===== config.mk =====
export PLATFORM = sky130hd
export DESIGN_NAME = pedd_queue
export DESIGN_NICKNAME = d
export VERILOG_FILES = /design/src/sv/pedd_pkg.sv /design/src/sv/pedd_queue.sv
export SDC_FILE = /design/constraint.sdc
export NUM_CORES = 1
export LEC_CHECK = 0
export ABC_AREA = 1
export BUFFER_PORTS_ARGS = -buffer_cell sky130_fd_sc_hd__clkbuf_2
export CELL_PAD_IN_SITES_DETAIL_PLACEMENT = 1
export CELL_PAD_IN_SITES_GLOBAL_PLACEMENT = 1
export CORE_ASPECT_RATIO = 1.5
export CORE_MARGIN = 5
export CORE_UTILIZATION = 51
export DETAILED_ROUTE_END_ITERATION = 10
export PLACE_DENSITY = 0.87
export SLEW_MARGIN = 20
export SYNTH_ARGS = -nofsm -noshare
export SYNTH_HDL_FRONTEND = slang
export SYNTH_SLANG_ARGS = --single-unit

===== constraint.sdc =====
create_clock -name clk -period 3.4 [get_ports clk]
set_clock_uncertainty 0.05 [all_clocks]
set_input_delay 0.17 -clock clk [delete_from_list [all_inputs] [get_ports clk]]
set_output_delay 0.17 -clock clk [all_outputs]
set_load 0.01 [all_outputs]

===== src/sv/pedd_pkg.sv =====
// Shared types and defaults for the polygon edge dedup unit.
`timescale 1ns / 1ps

package pedd_pkg;

  localparam int VTX_W           = 16;
  localparam int SLOT_W          = 8;
  localparam int MAX_EDGES_DEF   = 256;
  localparam int VERTEX_BITS_DEF = 16;
  localparam int QUEUE_DEPTH     = 4;

  typedef logic [VTX_W-1:0] vtx_t;

  typedef struct packed {
    logic vld;
    vtx_t lo;
    vtx_t hi;
  } edge_t;

  typedef struct packed {
    logic  clear;
    edge_t e0;
    edge_t e1;
  } cmd_t;

  typedef struct packed {
    vtx_t              lo;
    vtx_t              hi;
    logic [SLOT_W-1:0] slot;
    logic              ovf;
  } result_t;

endpackage


===== src/sv/pedd_queue.sv =====
// Short command queue between the front end and the table engine.
`timescale 1ns / 1ps

module pedd_queue
  import pedd_pkg::*;
(
  input  logic clk,
  input  logic rst,
  input  logic push,
  input  cmd_t push_cmd,
  output logic full,
  output logic q_valid,
  output cmd_t q_cmd,
  input  logic pop
);

  localparam int PW   = $clog2(QUEUE_DEPTH);
  localparam int CNTW = $clog2(QUEUE_DEPTH + 1);

  cmd_t            slots [QUEUE_DEPTH];
  logic [PW-1:0]   wr_ptr;
  logic [PW-1:0]   rd_ptr;
  logic [CNTW-1:0] fill;

  assign full    = (fill == CNTW'(QUEUE_DEPTH));
  assign q_valid = (fill != '0);
  assign q_cmd   = slots[rd_ptr];

  always_ff @(posedge clk) begin
    if (push) begin
      slots[wr_ptr] <= push_cmd;
    end
  end

  always_ff @(posedge clk) begin
    if (rst) begin
      wr_ptr <= '0;
      rd_ptr <= '0;
      fill   <= '0;
    end else begin
      if (push) begin
        wr_ptr <= wr_ptr + PW'(1);
      end
      if (pop) begin
        rd_ptr <= rd_ptr + PW'(1);
      end
      if (push && !pop) begin
        fill <= fill + CNTW'(1);
      end else if (pop && !push) begin
        fill <= fill - CNTW'(1);
      end
    end
  end

endmodule


* Word level (Yosys, flattened, before mapping)
Memories as Yosys holds them, arrays and structs flattened. A register that Yosys moved wholly into a read port is not among the register bits.
Cells that the tools add are included.
** Word-level totals
- Bits of input ports :: 71
- Output and inout bits :: 69
- Latch bits :: 0
- Flip-flop bits (word level) :: 7
- Logic and storage cells :: 21
- Memories kept :: 1
- Bits in writable memories :: 268
- Memory bits (read-only) :: 0
** Cells by class
- Eq/ne operators :: 1
- Shifts and indexed selects :: 0
- Reductions and logical operators :: 6
- $lt $le $gt $ge :: 0
- Add/subtract/negate cells :: 4
- Muxes and demuxes :: 6
- Bitwise logic cells :: 0
- $mul :: 0
- Div/mod/pow operators :: 0
** Memories
- slots :: words 4, bits a word 67, rd ports 1, clocked after Yosys merged registers in 1, wr ports 1, line pedd_queue.sv:20 : cmd_t slots [QUEUE_DEPTH];
** Operators by type and width (number)
- $mux 3 :: 2
- $add 2x1->2 const B :: 2
- $mux 2 :: 2
- $add 3x1->3 const B :: 1
- $eq 3x3->1 const B :: 1
- $reduce_bool 3->1 :: 1
- $sub 3x1->3 const B :: 1
- $logic_and 1x1->1 :: 2
- $logic_not 1->1 :: 2
- $mux 1 :: 2
- $reduce_bool 2->1 :: 1

* Logic depth before layout (Yosys ltp)
- Word-level depth :: 4
- Mapped depth :: 10
- Depth with buffers taken out :: 10

* Worst setup path before layout
OpenSTA, ideal clock, no wires.
- Kind :: register -> register
- Start point :: register wr_ptr[0]
- End point :: memory slots[2][0] in the netlist's numbering, enable pin
- Cell stages (with the launch flop) :: 5
- Setup slack :: 1039 ps
- Arrival :: 1890 ps
- Setup time :: 421 ps
- Path buffers :: 0
- Clock period less this slack :: 2361 ps
- Required time :: 2929 ps
- Cells stage by stage :: dfxtp_1 -> inv_1 -> ha_1 -> nand2_1 -> inv_1
** RTL lines
- from (decl) :: line pedd_queue.sv:21 : logic [PW-1:0] wr_ptr;
- from (signal assigned) :: line pedd_queue.sv:42 : wr_ptr <= wr_ptr + PW'(1);
- to (decl) :: line pedd_queue.sv:20
Straight into the memory's write port.

==> results.tsv <==
stage	metric	value	unit
run_status	status	finished, final reports clean	
logic_synthesis	Cell variety after synth	23	
worst_setup_path	Worst setup SP type	flop	
worst_setup_path	Setup crit end kind	output pin	
logic_synthesis	Synth Cell Area	10400	sq um
grt	first-pass GRT wire length	40.8	mm
clock_network	Root Driver	clkbuf_16	
worst_setup_path	CP Max Fanout	50	
routing	routed wire length	26.4	mm
final_layout	synth-to-layout area growth	22.7	%
die	I/O pin count	140	
sta	Final min period	2.57	ns
clock_network	clk buf depth	3	
logic_synthesis	Synth Warn #	0	
sta	final setup fails	0	
clock_network	setup bufs post-CTS	0	
clock_network	CTS Buf Count	24	
logic_synthesis	Synth Net Count	784	
power	Net Sw Power	1.70	mW
power	clock group share of total power	36.4	%
die	die span in x	127	um
die	Starting Density	51.3	%
sta	slew margin rel.	37.7	%
die	CORE AREA	20300	sq um
power	power per cell area	582	nW/um^2
routing	antenna-violating nets left	0	
routing	vias per std cell	5.60	
power	switching share of power	22.9	%
sta	RSZ-0062 raised after global routing	false	
routing	count of routing violations after the opening detailed-route iteration	495	
logic_synthesis	Simple-Gate Fraction of Synth Area	5.61	%
die	die height	185	um
clock_network	worst-skew pair later-pin latency	0.51	ns
power	Leak	4.56	nW
run	Max-Cap Viols	0	
worst_hold_path	Hold Path Class	input port to flop	
placement	routability cong.	0.739	
logic_synthesis	mux share of post-synthesis cell area	0	%
logic_synthesis	Avg Inst Size Synth	14.7	sq um
power	register share of total power	53.2	%
power	Max IR drop VDD	496	uV
logic_synthesis	top cells by area, synth	edfxtp_1 77%, o21ai_0 6.6%, nor2_1 5.1%	
sta	measured slew at the worst slew-check pin	0.935	ns
logic_synthesis	Post-synth top cells	268 x edfxtp_1, 141 x nor2_1, 136 x o21ai_0	
logic_synthesis	ys flop type	edfxtp_1	
clock_network	clk sinks	277	
worst_setup_path	CP Class	flop to output pin	
power	Internal Power	5.71	mW
sta	Fin. Hold Viols	0	
power	total power	7.41	mW
die	full die area	23400	sq um
final_layout	nets	986	
logic_synthesis	Synth top area share	77.5	%
sta	Tcrit/Tclk final	75.5	%
logic_synthesis	Synth Area in Compound Gates	10.9	%
placement	DP Wirelength	14.9	mm
grt	vias in the first global route	7456	
grt	total global routing overflow	0	
logic_synthesis	Seq/Total Area, Yosys	79.2	%
logic_synthesis	main combinational cell family by area after synthesis	compound AO/OA/AOI/OAI gates	
logic_synthesis	EDFF count, synth	268	
routing	Initial DRT Pass Iterations	5	
clock_network	CTS clk-pin slew, worst paths	0.07	ns
logic_synthesis	most common cell in the netlist	edfxtp_1	
routing	WL/cell	22.1	um
worst_setup_path	Crit path required time	3.18	ns
logic_synthesis	xor and xnor area share after synthesis	0.0843	%
logic_synthesis	flops & latches, synth	277	
logic_synthesis	synthesized-area fraction occupied by adder cells	0.795	%
grt	all-layer global routing usage	22.4	%
worst_setup_path	Arr. time, crit path	2.35	ns
final_layout	filler instances	1945	
die	Cell Rows	64	
placement	Buffers on Ports	139	
clock_network	H-tree levels	1	
logic_synthesis	area leader, netlist	edfxtp_1	
sta	setup tns final	0	ns
grt	antenna violations before repair	3	
grt	largest net degree at the start of global routing	135	
sta	FMAX	390	MHz
logic_synthesis	ys async rst share	0	%
sta	Max Slew Vio Count	0	
routing	via count	6676	
routing	DRC viols	0	
final_layout	layout cell share with drive strength beyond 1	20.6	%
clock_network	Resize count post-CTS	0	
clock_network	TritonCTS clock tree	yes	
power	combinational share of power	10.4	%
logic_synthesis	Cells after Synth	707	
registers in the layout (all words and copies together) (netlist names), named ones only:
register  cells
rd_ptr        2
fill          3
slots       268
wr_ptr        2
worst max-delay path: stages, from the launching register on:
cell and delay [ns]:
dfxtp_2 0.32, inv_2 0.63, buf_4 0.31, o21ai_0 0.13, o22ai_1 0.24, clkbuf_2 0.18
path summary, 6_finish.rpt:
path / startpoint / endpoint / slack, ns / depth (start not counted)
setup / recovery: flop / q_cmd[17] / 0.83 / 5
hold / removal: rst / fill[0]$_SDFFE_PP0P_ / 0.35 / 3
setup reg to reg: wr_ptr[0]$_SDFFE_PP0P_ / slots[2][63]$_DFFE_PP_ / 1.45 / 5
hold reg to reg: rd_ptr[1]$_SDFFE_PP0P_ / flop / 0.45 / 1
final cells by class:
cell class | instances | area [sq um] | share of cell area, %
sequential | 277 | 8230 | 64.6
clock inverter | 9 | 92.6 | 0.727
multi-input combinational | 370 | 1800 | 14.2
clock buffer | 35 | 683 | 5.36
timing repair buffer | 219 | 1520 | 11.9
tap | 264 | 330 | 2.59
inverter | 17 | 70.1 | 0.550
antenna | 2 | 5.00 | 0.0393
power groups by stage:
stage | clock [mW] | combinational [mW] | sequential [mW]
floorplan | 0 | 0.390 | 4.01
global placement | 0 | 0.666 | 4.00
detailed placement | 0 | 0.700 | 4.01
CTS | 2.74 | 0.774 | 3.94
global route | 2.92 | 0.845 | 3.95
finish | 2.70 | 0.771 | 3.94
metal layers:
metal | up-vias | part of all wire [%] | GRT usage (%)
li1 | 3056 | - | -
met1 | 3366 | 38 | 26.2
met2 | 195 | 54 | 41.8
met3 | 57 | 5.1 | 3.89
met4 | 2 | 2.8 | 6.83
met5 | - | 0.027 | 0
stage by stage:
| step | worst slack, ns | hold slack [ns] | cells | utilization, % | instance area [sq um] |
|---|---|---|---|---|---|
| 3_3_place_gp | 1.42 | 0.297 | 1077 | 55.6 | 11300 |
| 4_1_cts | 0.842 | 0.302 | 1191 | 62.9 | 12700 |
| 5_1_grt | 0.664 | 0.345 | 1193 | 62.9 | 12700 |
| 6_report | 0.833 | 0.349 | 1193 | 62.9 | 12700 |
| 3_5_place_dp | 1.40 | 0.310 | 1077 | 55.6 | 11300 |
| 2_1_floorplan | 1.04 | 0.192 | 707 | - | 10400 |
cell usage in the layout, fill, tap and decap left out, drive strengths merged, types with 2 or more instances in the layout:
cell type,count
dlygate4sd3,70
nand2,10
a21oi,3
clkbuf,174
o22ai,67
edfxtp,268
bufinv,2
o21ai,139
diode,2
buf,10
clkinv,8
nor2,141
inv,16
dfxtp,9
ha,5
repair_timing:
| action | CTS | global route |
|---|---|---|
| hold buffers | 70 | 0 |
| endpoints found under the setup margin | 0 | 0 |
| hold endpoints to repair | 275 | 0 |
cell families after synthesis:
family,count (synthesis)
AOI/OAI and AO/OA,209
DFF,277
adders and majority gates,6
and+or+nand+nor,154
xor gates and xnor gates,1
buffers and inverters,60
Note: power is estimated with default switching activity, not from simulation.
