### src/sv/pedd_pkg.sv
// Shared types and defaults for the polygon edge dedup unit.
`timescale 1ns / 1ps

package pedd_pkg;

  localparam int VTX_W           = 16;
  localparam int SLOT_W          = 8;
  localparam int MAX_EDGES_DEF   = 256;
  localparam int VERTEX_BITS_DEF = 16;
  localparam int QUEUE_DEPTH     = 4;

  typedef logic [VTX_W-1:0] vtx_t;

  typedef struct packed {
    logic vld;
    vtx_t lo;
    vtx_t hi;
  } edge_t;

  typedef struct packed {
    logic  clear;
    edge_t e0;
    edge_t e1;
  } cmd_t;

  typedef struct packed {
    vtx_t              lo;
    vtx_t              hi;
    logic [SLOT_W-1:0] slot;
    logic              ovf;
  } result_t;

endpackage

### src/sv/pedd_front.sv
// Front end: accepts corner words and turns them into edge commands.
`timescale 1ns / 1ps

module pedd_front
  import pedd_pkg::*;
#(
  parameter int VERTEX_BITS = VERTEX_BITS_DEF
) (
  input  logic clk,
  input  logic rst,
  input  logic vertex_valid,
  output logic vertex_stall,
  input  vtx_t vertex,
  input  logic last_of_polygon,
  input  logic new_mesh,
  output logic q_push,
  output cmd_t q_cmd,
  input  logic q_full
);

  localparam int   VW    = (VERTEX_BITS < VTX_W) ? VERTEX_BITS : VTX_W;
  localparam vtx_t VMASK = {VTX_W{1'b1}} >> (VTX_W - VW);

  logic in_polygon;
  vtx_t first_vertex;
  vtx_t prev_vertex;

  logic accept;
  logic open_poly;
  vtx_t v;
  vtx_t first_eff;

  function automatic edge_t make_edge(logic vld, vtx_t a, vtx_t b);
    edge_t e;
    e.vld = vld;
    e.lo  = (a < b) ? a : b;
    e.hi  = (a < b) ? b : a;
    return e;
  endfunction

  assign vertex_stall = q_full;
  assign accept       = vertex_valid && !q_full;

  always_comb begin
    v           = vertex & VMASK;
    open_poly   = new_mesh || !in_polygon;
    first_eff   = open_poly ? v : first_vertex;
    q_cmd.clear = new_mesh;
    q_cmd.e0    = make_edge(!open_poly, prev_vertex, v);
    q_cmd.e1    = make_edge(last_of_polygon, v, first_eff);
    q_push      = accept && (new_mesh || !open_poly || last_of_polygon);
  end

  always_ff @(posedge clk) begin
    if (rst) begin
      in_polygon   <= 1'b0;
      first_vertex <= '0;
      prev_vertex  <= '0;
    end else if (accept) begin
      prev_vertex <= v;
      if (open_poly) begin
        first_vertex <= v;
      end
      in_polygon <= !last_of_polygon;
    end
  end

endmodule

### config.mk
export PLATFORM = sky130hd
export DESIGN_NAME = pedd_front
export DESIGN_NICKNAME = d
export VERILOG_FILES = /design/src/sv/pedd_pkg.sv /design/src/sv/pedd_front.sv
export SDC_FILE = /design/constraint.sdc
export NUM_CORES = 1
export LEC_CHECK = 0
export ABC_AREA = 1
export BUFFER_PORTS_ARGS = -buffer_cell sky130_fd_sc_hd__buf_2
export CAP_MARGIN = 15
export CORE_ASPECT_RATIO = 0.8
export CORE_MARGIN = 1.5
export CORE_UTILIZATION = 30
export DETAILED_ROUTE_END_ITERATION = 7
export HOLD_SLACK_MARGIN = 0.08
export PLACE_DENSITY = 0.48
export SLEW_MARGIN = 20
export SYNTH_ARGS = -nofsm -noshare
export SYNTH_HDL_FRONTEND = slang
export SYNTH_SLANG_ARGS = --single-unit
### constraint.sdc
create_clock -name clk -period 4 [get_ports clk]
set_input_delay 0.8 -clock clk [delete_from_list [all_inputs] [get_ports clk]]
set_output_delay 0.8 -clock clk [all_outputs]
set_load 0.01 [all_outputs]
* Word-level counts from Yosys, hierarchy flattened *
Index checks and enable logic that the tools add are counted.

cells by class
  multiplexer cells = 5
  reduce and logical (&&, ||, !) cells = 9
  magnitude comparators = 2

operators by type and width
  kind               number
  $mux 16            5
  $lt 16x16->1       2
  $logic_not 1->1    4
  $logic_or 1x1->1   3
  $logic_and 1x1->1  2

storage, ports and cells
  word-level logic and storage cells = 19
  register bits after elaboration = 33
  output and inout port bits = 69

* Longest topological paths before layout *
Gate-level depths: netlist (run 1).

  depth in word-level cells = 6
  mapped depth = 18
  gate-level depth less buffers = 16

* Worst setup path before layout (run 1) *
No wires, ideal clock.

  kind = in2out
  from = input new_mesh
  to = output q_cmd[10] in the netlist's numbering
  slack = 382 ps
  cell stages on the path = 14
  data arrival time = 2818 ps
  cells stage by stage = nor2_2 -> inv_2 -> clkbuf_1 -> o21ai_1 -> inv_1 -> ha_1 -> a21oi_1 -> nor2_1 -> a211oi_1 -> nand2_1 -> nand2_1 -> clkbuf_1 -> nand3_1 -> nand2_1

RTL lines
  item             line              source
  start, declared  pedd_front.sv:15  input logic new_mesh,
  end, declared    pedd_front.sv:17  output cmd_t q_cmd,

==> results of run 1 <==
state kept, by name, indices dropped and copies added, names as in the netlist:
| signal | count |
|---|---|
| in_polygon | 1 |
| prev_vertex | 16 |
| first_vertex | 16 |
cells by family (layout without fill, tap and decap cells):
| kind of cell | after synthesis | in the layout | share of synthesized area [%] |
|---|---|---|---|
| AND/OR/NAND/NOR | 260 | 260 | 35.34 |
| buffers and inverters | 93 | 172 | 13.16 |
| AO/OA/AOI/OAI | 88 | 88 | 16.92 |
| flip-flops | 33 | 33 | 22.06 |
| adder cells (fa/ha/maj) | 30 | 30 | 12.53 |
how the worst min path moves through the flow:
stage / startpoint / to / slack (ps)
floorplan: prev_vertex[0] / prev_vertex[0] / 500
global placement: prev_vertex[9] / prev_vertex[9] / 510
global route: prev_vertex[15] / prev_vertex[15] / 540
CTS: prev_vertex[15] / prev_vertex[15] / 520
detailed placement: prev_vertex[15] / prev_vertex[15] / 510
finish: prev_vertex[15] / prev_vertex[15] / 530
Yosys cell counts:
cell and count:
buf_2 9, inv_1 49, a211oi_1 19, clkbuf_1 16, dfxtp_1 33, nor2_1 51
nand2_2 1, a21oi_1 15, buf_6 3, o21ai_1 35, nand4_1 1, nand3_1 51
inv_2 12, o21ai_0 14, buf_1 1, a21oi_2 1, nor2_2 1, nand2_4 1
ha_1 30, buf_4 3, nor3_1 3, nand2_1 151, o21ai_2 4
placed cells by master (no fill, tap or decap), drive strengths merged:
cell type    n
nand4        1
nor3         3
a211oi      19
nand3       51
clkbuf       5
nand2      153
ha          30
a21oi       16
o21ai       53
buf        103
inv         61
clkinvlp     1
dfxtp       33
nor2        52
clkinv       2
layer usage:
metal	vias to the layer above	global-route usage (%)
li1	1790	-
met1	1478	30.48
met2	97	25.00
met3	7	2.814
met4	0	3.909
met5	-	0
worst max-delay path, delay by kind of cell:
| kind | cells | cell delay [ps] |
|---|---|---|
| compound gates | 3 | 490 |
| fa+ha+maj | 1 | 290 |
| buf+inv | 5 | 610 |
| simple gates | 7 | 750 |
layout make-up:
class / instances / area [sq um] / area share, %
Sequential cell: 33 / 660.6 / 17.66
Clock inverter: 3 / 17.52 / 0.4684
Multi-Input combinational cell: 378 / 1959 / 52.39
Clock buffer: 5 / 125.1 / 3.346
Inverter: 61 / 231.5 / 6.189
Tap cell: 136 / 170.2 / 4.550
Timing Repair Buffer: 103 / 575.6 / 15.39
report_power, final:
group	total (W)	leakage, nW	internal, W	switching, W
Combinational	0.000502	1.82	0.000193	0.000310
Sequential	0.000369	0.272	0.000351	0.0000177
Clock	0.000387	0.0696	0.000229	0.000158
Total	0.00126	2.16	0.000773	0.000486
what timing repair did:
action	CTS	global route
setup endpoints to repair	0	24
gates resized for setup	0	7
buffers inserted	0	0
endpoints found under the hold margin	0	0
metrics by stage:
step                power (W)  setup slack, ps
CTS                  0.001269            143.0
floorplan           0.0006934            382.0
finish               0.001258            249.6
detailed placement  0.0008742            178.0
global route         0.001358            12.19
global placement    0.0008684            217.3
==> results by group, run 1 <==
Critical path
  • FF-to-FF path depth: 8
  • Worst R2R Start: in_polygon
  • Worst path cell trace: buf_2, nor2_2, inv_4, o21ai_2, inv_1, ha_1, a21oi_1, nor2_1, a211oi_1, nand2_1, nand2_1, nand2_1, buf_8, nand2_1, nand2_1, buf_2
  • Crit path from: new_mesh
  • Crit path to: q_cmd[6]
  • Crit-path max cell delay: 290 ps
  • Crit path required time: around 3200 ps
  • Critical-path top delay cell: ha_1
  • Crit-path most repeated cell: nand2_1
  • Worst Path Arrival: ~3000 ps
  • R2R Path End: first_vertex[13]
  • CP Launch Type: input pin
  • Crit path kind: input pin to output port
  • Critical Path End Type: output port
  • Critical path fanouts, max: 24
  • R2R Setup Slk: ~2500 ps

Route
  • Vias: 3372
  • Wire length on met2: between 3000 and 4000 microns
  • Routed wire length on met3: 582 microns
  • DRT Wirelength: between 9000 and 10000 microns
  • Residual DRC: 0
  • Metal-1 WL: between 5000 and 6000 microns
  • Drt first pass iters: 4
  • Post-DRT Antenna Nets: 0
  • DR top layer: met4
  • Wire per inst: approximately 13 microns
  • Initial DRC Count: around 250
  • Via-to-Cell Ratio: between 4 and 5

Timing
  • Slew Viols, Final: 0
  • Final setup viols: 0
  • Max Fclk: between 200 and 300 MHz
  • Worst rel slew slack: 51.98%
  • RSZ-0062 raised after global routing: false
  • Final setup TNS: 0 ps
  • Fin Clk Skew: roughly 2.4 ps
  • Hold Slack: between 500 and 600 ps
  • Worst-margin pin slew: 720.3 ps
  • Crit path time final: 3750 ps
  • Final number of hold-violating endpoints: 0
  • Final period utilization: 93.76%

Final layout
  • Layout cells sized above 1: a little under a quarter
  • ANT cells: 0
  • Fillers: about 1100
  • Final Cell Area: 0.003740 sq mm
  • Layout area overhead: 24.85%
  • Nets: about 630
  • Post-layout util: between 30 and 40%
  • Post-route insts no fill: roughly 720

Synthesis
  • YS warnings: 0
  • Post-Syn Area: 0.002995 sq mm
  • Cell count after synthesis: between 500 and 600
  • Post-synth cell types: 23
  • Register area share after synthesis: 22.06%
  • Post-synth top area cell: dfxtp_1
  • Top cells by area, synth: dfxtp_1, nand2_1, ha_1
  • Syn Nets: around 560
  • Syn Area/Cell: just under 6 sq um
  • Yosys reg bits: 33
  • Yosys top cell area share: between 20 and 25%

Floorplan
  • Row count: 32
  • Core Box Area: 0.009689 sq mm
  • IO Pins: a little over 90
  • Initial core utilization: slightly above 30%
  • Die area: roughly 0.011 sq mm
  • Die width: ~110 microns
  • Die height: 92.38 microns

Clock network
  • CTS max path bufs: 2
  • Clock insertion delay at the later pin of the skew report: about 280 ps
  • CTS tree: done
  • Worst-path clk slew: 60 ps
  • Clock Sinks: 33
  • CTS H-Tree Depth: 2
  • Hold_buf cts: 0
  • Root buffer cell: clkbuf_16
  • Total CTS buffers: 5

Power
  • Leakage: 2.165 nW
  • Peak VDD IR: approximately 0.00015 V
  • Pwr per Cell Area: about 340 mW/mm^2

Min path
  • Hold-critical path depth: 2
  • HP Class: register to register

GRT
  • Number of global-route vias before repair: between 2000 and 3000
  • Largest net degree at the start of global routing: 49
  • Gr ovfl total: 0
  • Global Route Usage Sum: between 10% and 20%
  • Global-route wire length before repair: around 16000 microns
  • Initial antenna violation count: 0

Placed design
  • Placement Cell Area: 0.003572 sq mm
  • Placer Congestion: approximately 0.84
  • Dpl cells: approximately 710
  • IO buf count: 90
  • HPWL after detailed placement: between 7000 and 8000 microns

Run
  • Max-cap violations: 0

Status
  • Status: completed
(Power assumes the default switching activity.)
==> run 2: changes to the inputs <==
CTS_CLUSTER_DIAMETER = 150   (was unset)
GPL_TIMING_DRIVEN = 0   (was unset)
clock period = 4.15 ns   (was 4 ns; I/O delays follow)
==> run 2 against run 1 <==
Net effect: worst hold slack lost 1.5 ps; largest power group unchanged; flip-flop and latch count did not move; highest routed layer unchanged; worst setup slack got worse by 25 ps; power shrank 2.8%; non-clock buffer count increased by 18; largest cell class unchanged; core utilization rose by 0.57 points; clock skew is 3.1 ps higher; die area unchanged; global-route usage up 1.8 points; clock power fell by 6.2%.
==> results by group, run 2 (synthesis gave the netlist of run 1 again) <==
Status
  • Status: completed

Final layout
  • Most frequent cells in the layout: nand2_1, buf_2, nor2_1, nand3_1, inv_1
  • Post-route insts no fill: approximately 740
  • Layout cells sized above 1: between 20% and 30%
  • Commonest non-fill, non-tap cell in the layout: nand2_1
  • Final Cell Area: 0.003795 sq mm
  • Nets: ~650
  • Largest regs: first_vertex (16), prev_vertex (16), in_polygon (1)
  • ANT cells: 0
  • Layout area overhead: 26.69%
  • Fillers: 1085
  • Post-layout util: ~39%

Route
  • Wire per inst: 14.60 microns
  • Initial DRC Count: 201
  • DRT Wirelength: about 11000 microns
  • Residual DRC: 0
  • Post-DRT Antenna Nets: 0
  • Via-to-Cell Ratio: between 4 and 5
  • Drt first pass iters: 5
  • Vias: roughly 3500

GRT
  • Largest net degree at the start of global routing: 11
  • Number of global-route vias before repair: between 3000 and 4000
  • Initial antenna violation count: 0
  • Global Route Usage Sum: between 20 and 25%
  • Global-route wire length before repair: ~17000 microns
  • Gr ovfl total: 0

Clock network
  • Hold_buf cts: 0
  • Post-CTS Setup Repair Bufs: 0
  • CTS H-Tree Depth: 2
  • Post_cts resized: 8
  • Clock insertion delay at the later pin of the skew report: roughly 280 ps
  • Total CTS buffers: 5
  • Root buffer cell: clkbuf_16
  • Worst-path clk slew: about 60 ps
  • Clock Sinks: 33
  • CTS max path bufs: 2
  • CTS tree: done

Power
  • Flop pwr share: 29.0%
  • Leakage: roughly 2.2 nW
  • Sw Share: around two fifths
  • Cell Int Power: approximately 0.00075 W
  • Comb power frac: between 40 and 50%
  • Clock group share of total power: between 20% and 30%
  • Peak VDD IR: 0.0001685 V
  • Overall power: around 0.0012 W
  • Pwr per Cell Area: 322.2 mW/mm^2
  • Psw: 0.0004721 W

Timing
  • Crit path time final: 3925 ps
  • Worst-margin pin slew: about 600 ps
  • Final period utilization: 94.59%
  • Fin Clk Skew: approximately 5.5 ps
  • Final number of hold-violating endpoints: 0
  • Final setup viols: 0
  • Worst rel slew slack: between 60% and 70%
  • RSZ-0062 raised after global routing: true
  • Slew Viols, Final: 0
  • Setup WS post-layout: 224.7 ps
  • Max Fclk: 254.8 MHz

Floorplan
  • Die height: slightly above 90 microns
  • Row count: 32
  • IO Pins: a little over 90
  • Die width: 114.7 microns
  • Die area: 0.01060 sq mm
  • Core Box Area: slightly below 0.01 sq mm
  • Initial core utilization: 30.91%

Placed design
  • Placer Congestion: 0.8229
  • Dpl cells: ~730
  • Placement Cell Area: ~0.0036 sq mm
  • Setup Slack @ Placement: -249.1 ps
  • IO buf count: a little under 90
  • HPWL after detailed placement: 8207 microns

Critical path
  • FF-to-FF path depth: 8
  • CP Launch Type: input pin
  • Crit path kind: input pin to output port
  • R2R Setup Slk: approximately 2600 ps
  • Critical Path End Type: output port
  • Worst Path Arrival: between 3000 and 4000 ps
  • Worst R2R Start: in_polygon
  • Critical path fanouts, max: 10
  • Crit path required time: roughly 3300 ps
  • R2R Path End: first_vertex[8]

Run
  • Max-cap violations: 0

Min path
  • Start point of the worst hold path: prev_vertex[8]
  • Hold Path Sink: prev_vertex[8]
  • HP Class: register to register
  • Hold-critical path depth: 2
## run 2: cell types whose count changed in the layout (fill, tap and decap cells not counted), moves of 4 or more
cell,before,now
clkbuf_1,0,11
buf_4,9,5
buf_2,90,98
clkbuf_2,0,4
## run 2: power groups by stage
stage	Sequential (W)	Combinational (W)	Clock (W)
2_1_floorplan	0.000358	0.000311	0
3_3_place_gp	0.000361	0.000491	0
3_5_place_dp	0.000361	0.000495	0
4_1_cts	0.000354	0.000500	0.000368
5_1_grt	0.000357	0.000568	0.000385
6_report	0.000354	0.000505	0.000363
## run 2: layout make-up
type	instances	area [sq um]	share of cell area [%]
Tap cell	136	170.2	4.484
Inverter	61	229.0	6.034
Buffer	32	188.9	4.979
Sequential cell	33	660.6	17.41
Clock buffer	8	136.4	3.594
Timing Repair Buffer	89	445.4	11.74
Multi-Input combinational cell	378	1964	51.76
## run 2: worst max-delay path by stage
stage                  start         to  depth (start not counted)
floorplan           new_mesh  q_cmd[10]                         14
global placement    new_mesh   q_cmd[1]                         14
detailed placement  new_mesh   q_cmd[1]                         14
CTS                 new_mesh   q_cmd[2]                         16
global route        new_mesh   q_cmd[5]                         16
finish              new_mesh  q_cmd[22]                         14
## run 2: metal layers
metal	global-route usage, %	wire [microns]	vias to the layer above
met4	1.852	42	0
li1	-	-	1822
met3	3.010	523	5
met2	31.24	4452	90
met5	0	0	-
met1	31.32	5741	1536
## run 2: critical path, stage by stage
cell and delay, ps:
buf_2 120, nor2_2 170, inv_2 60, buf_2 200, o21ai_2 210, inv_1 70, ha_1 290, a21oi_1 150
o21ai_1 90, a21oi_2 260, clkbuf_2 310, nand3_1 120, nand2_1 90, buf_2 120
## run 2: metrics by stage
step | hold WS (ps) | setup TNS [ps]
floorplan | 497.1 | 0
detailed placement | 519.1 | -6116
finish | 525.9 | 0
global placement | 515.0 | -5482
CTS | 526.6 | 0
global route | 550.2 | -5.221
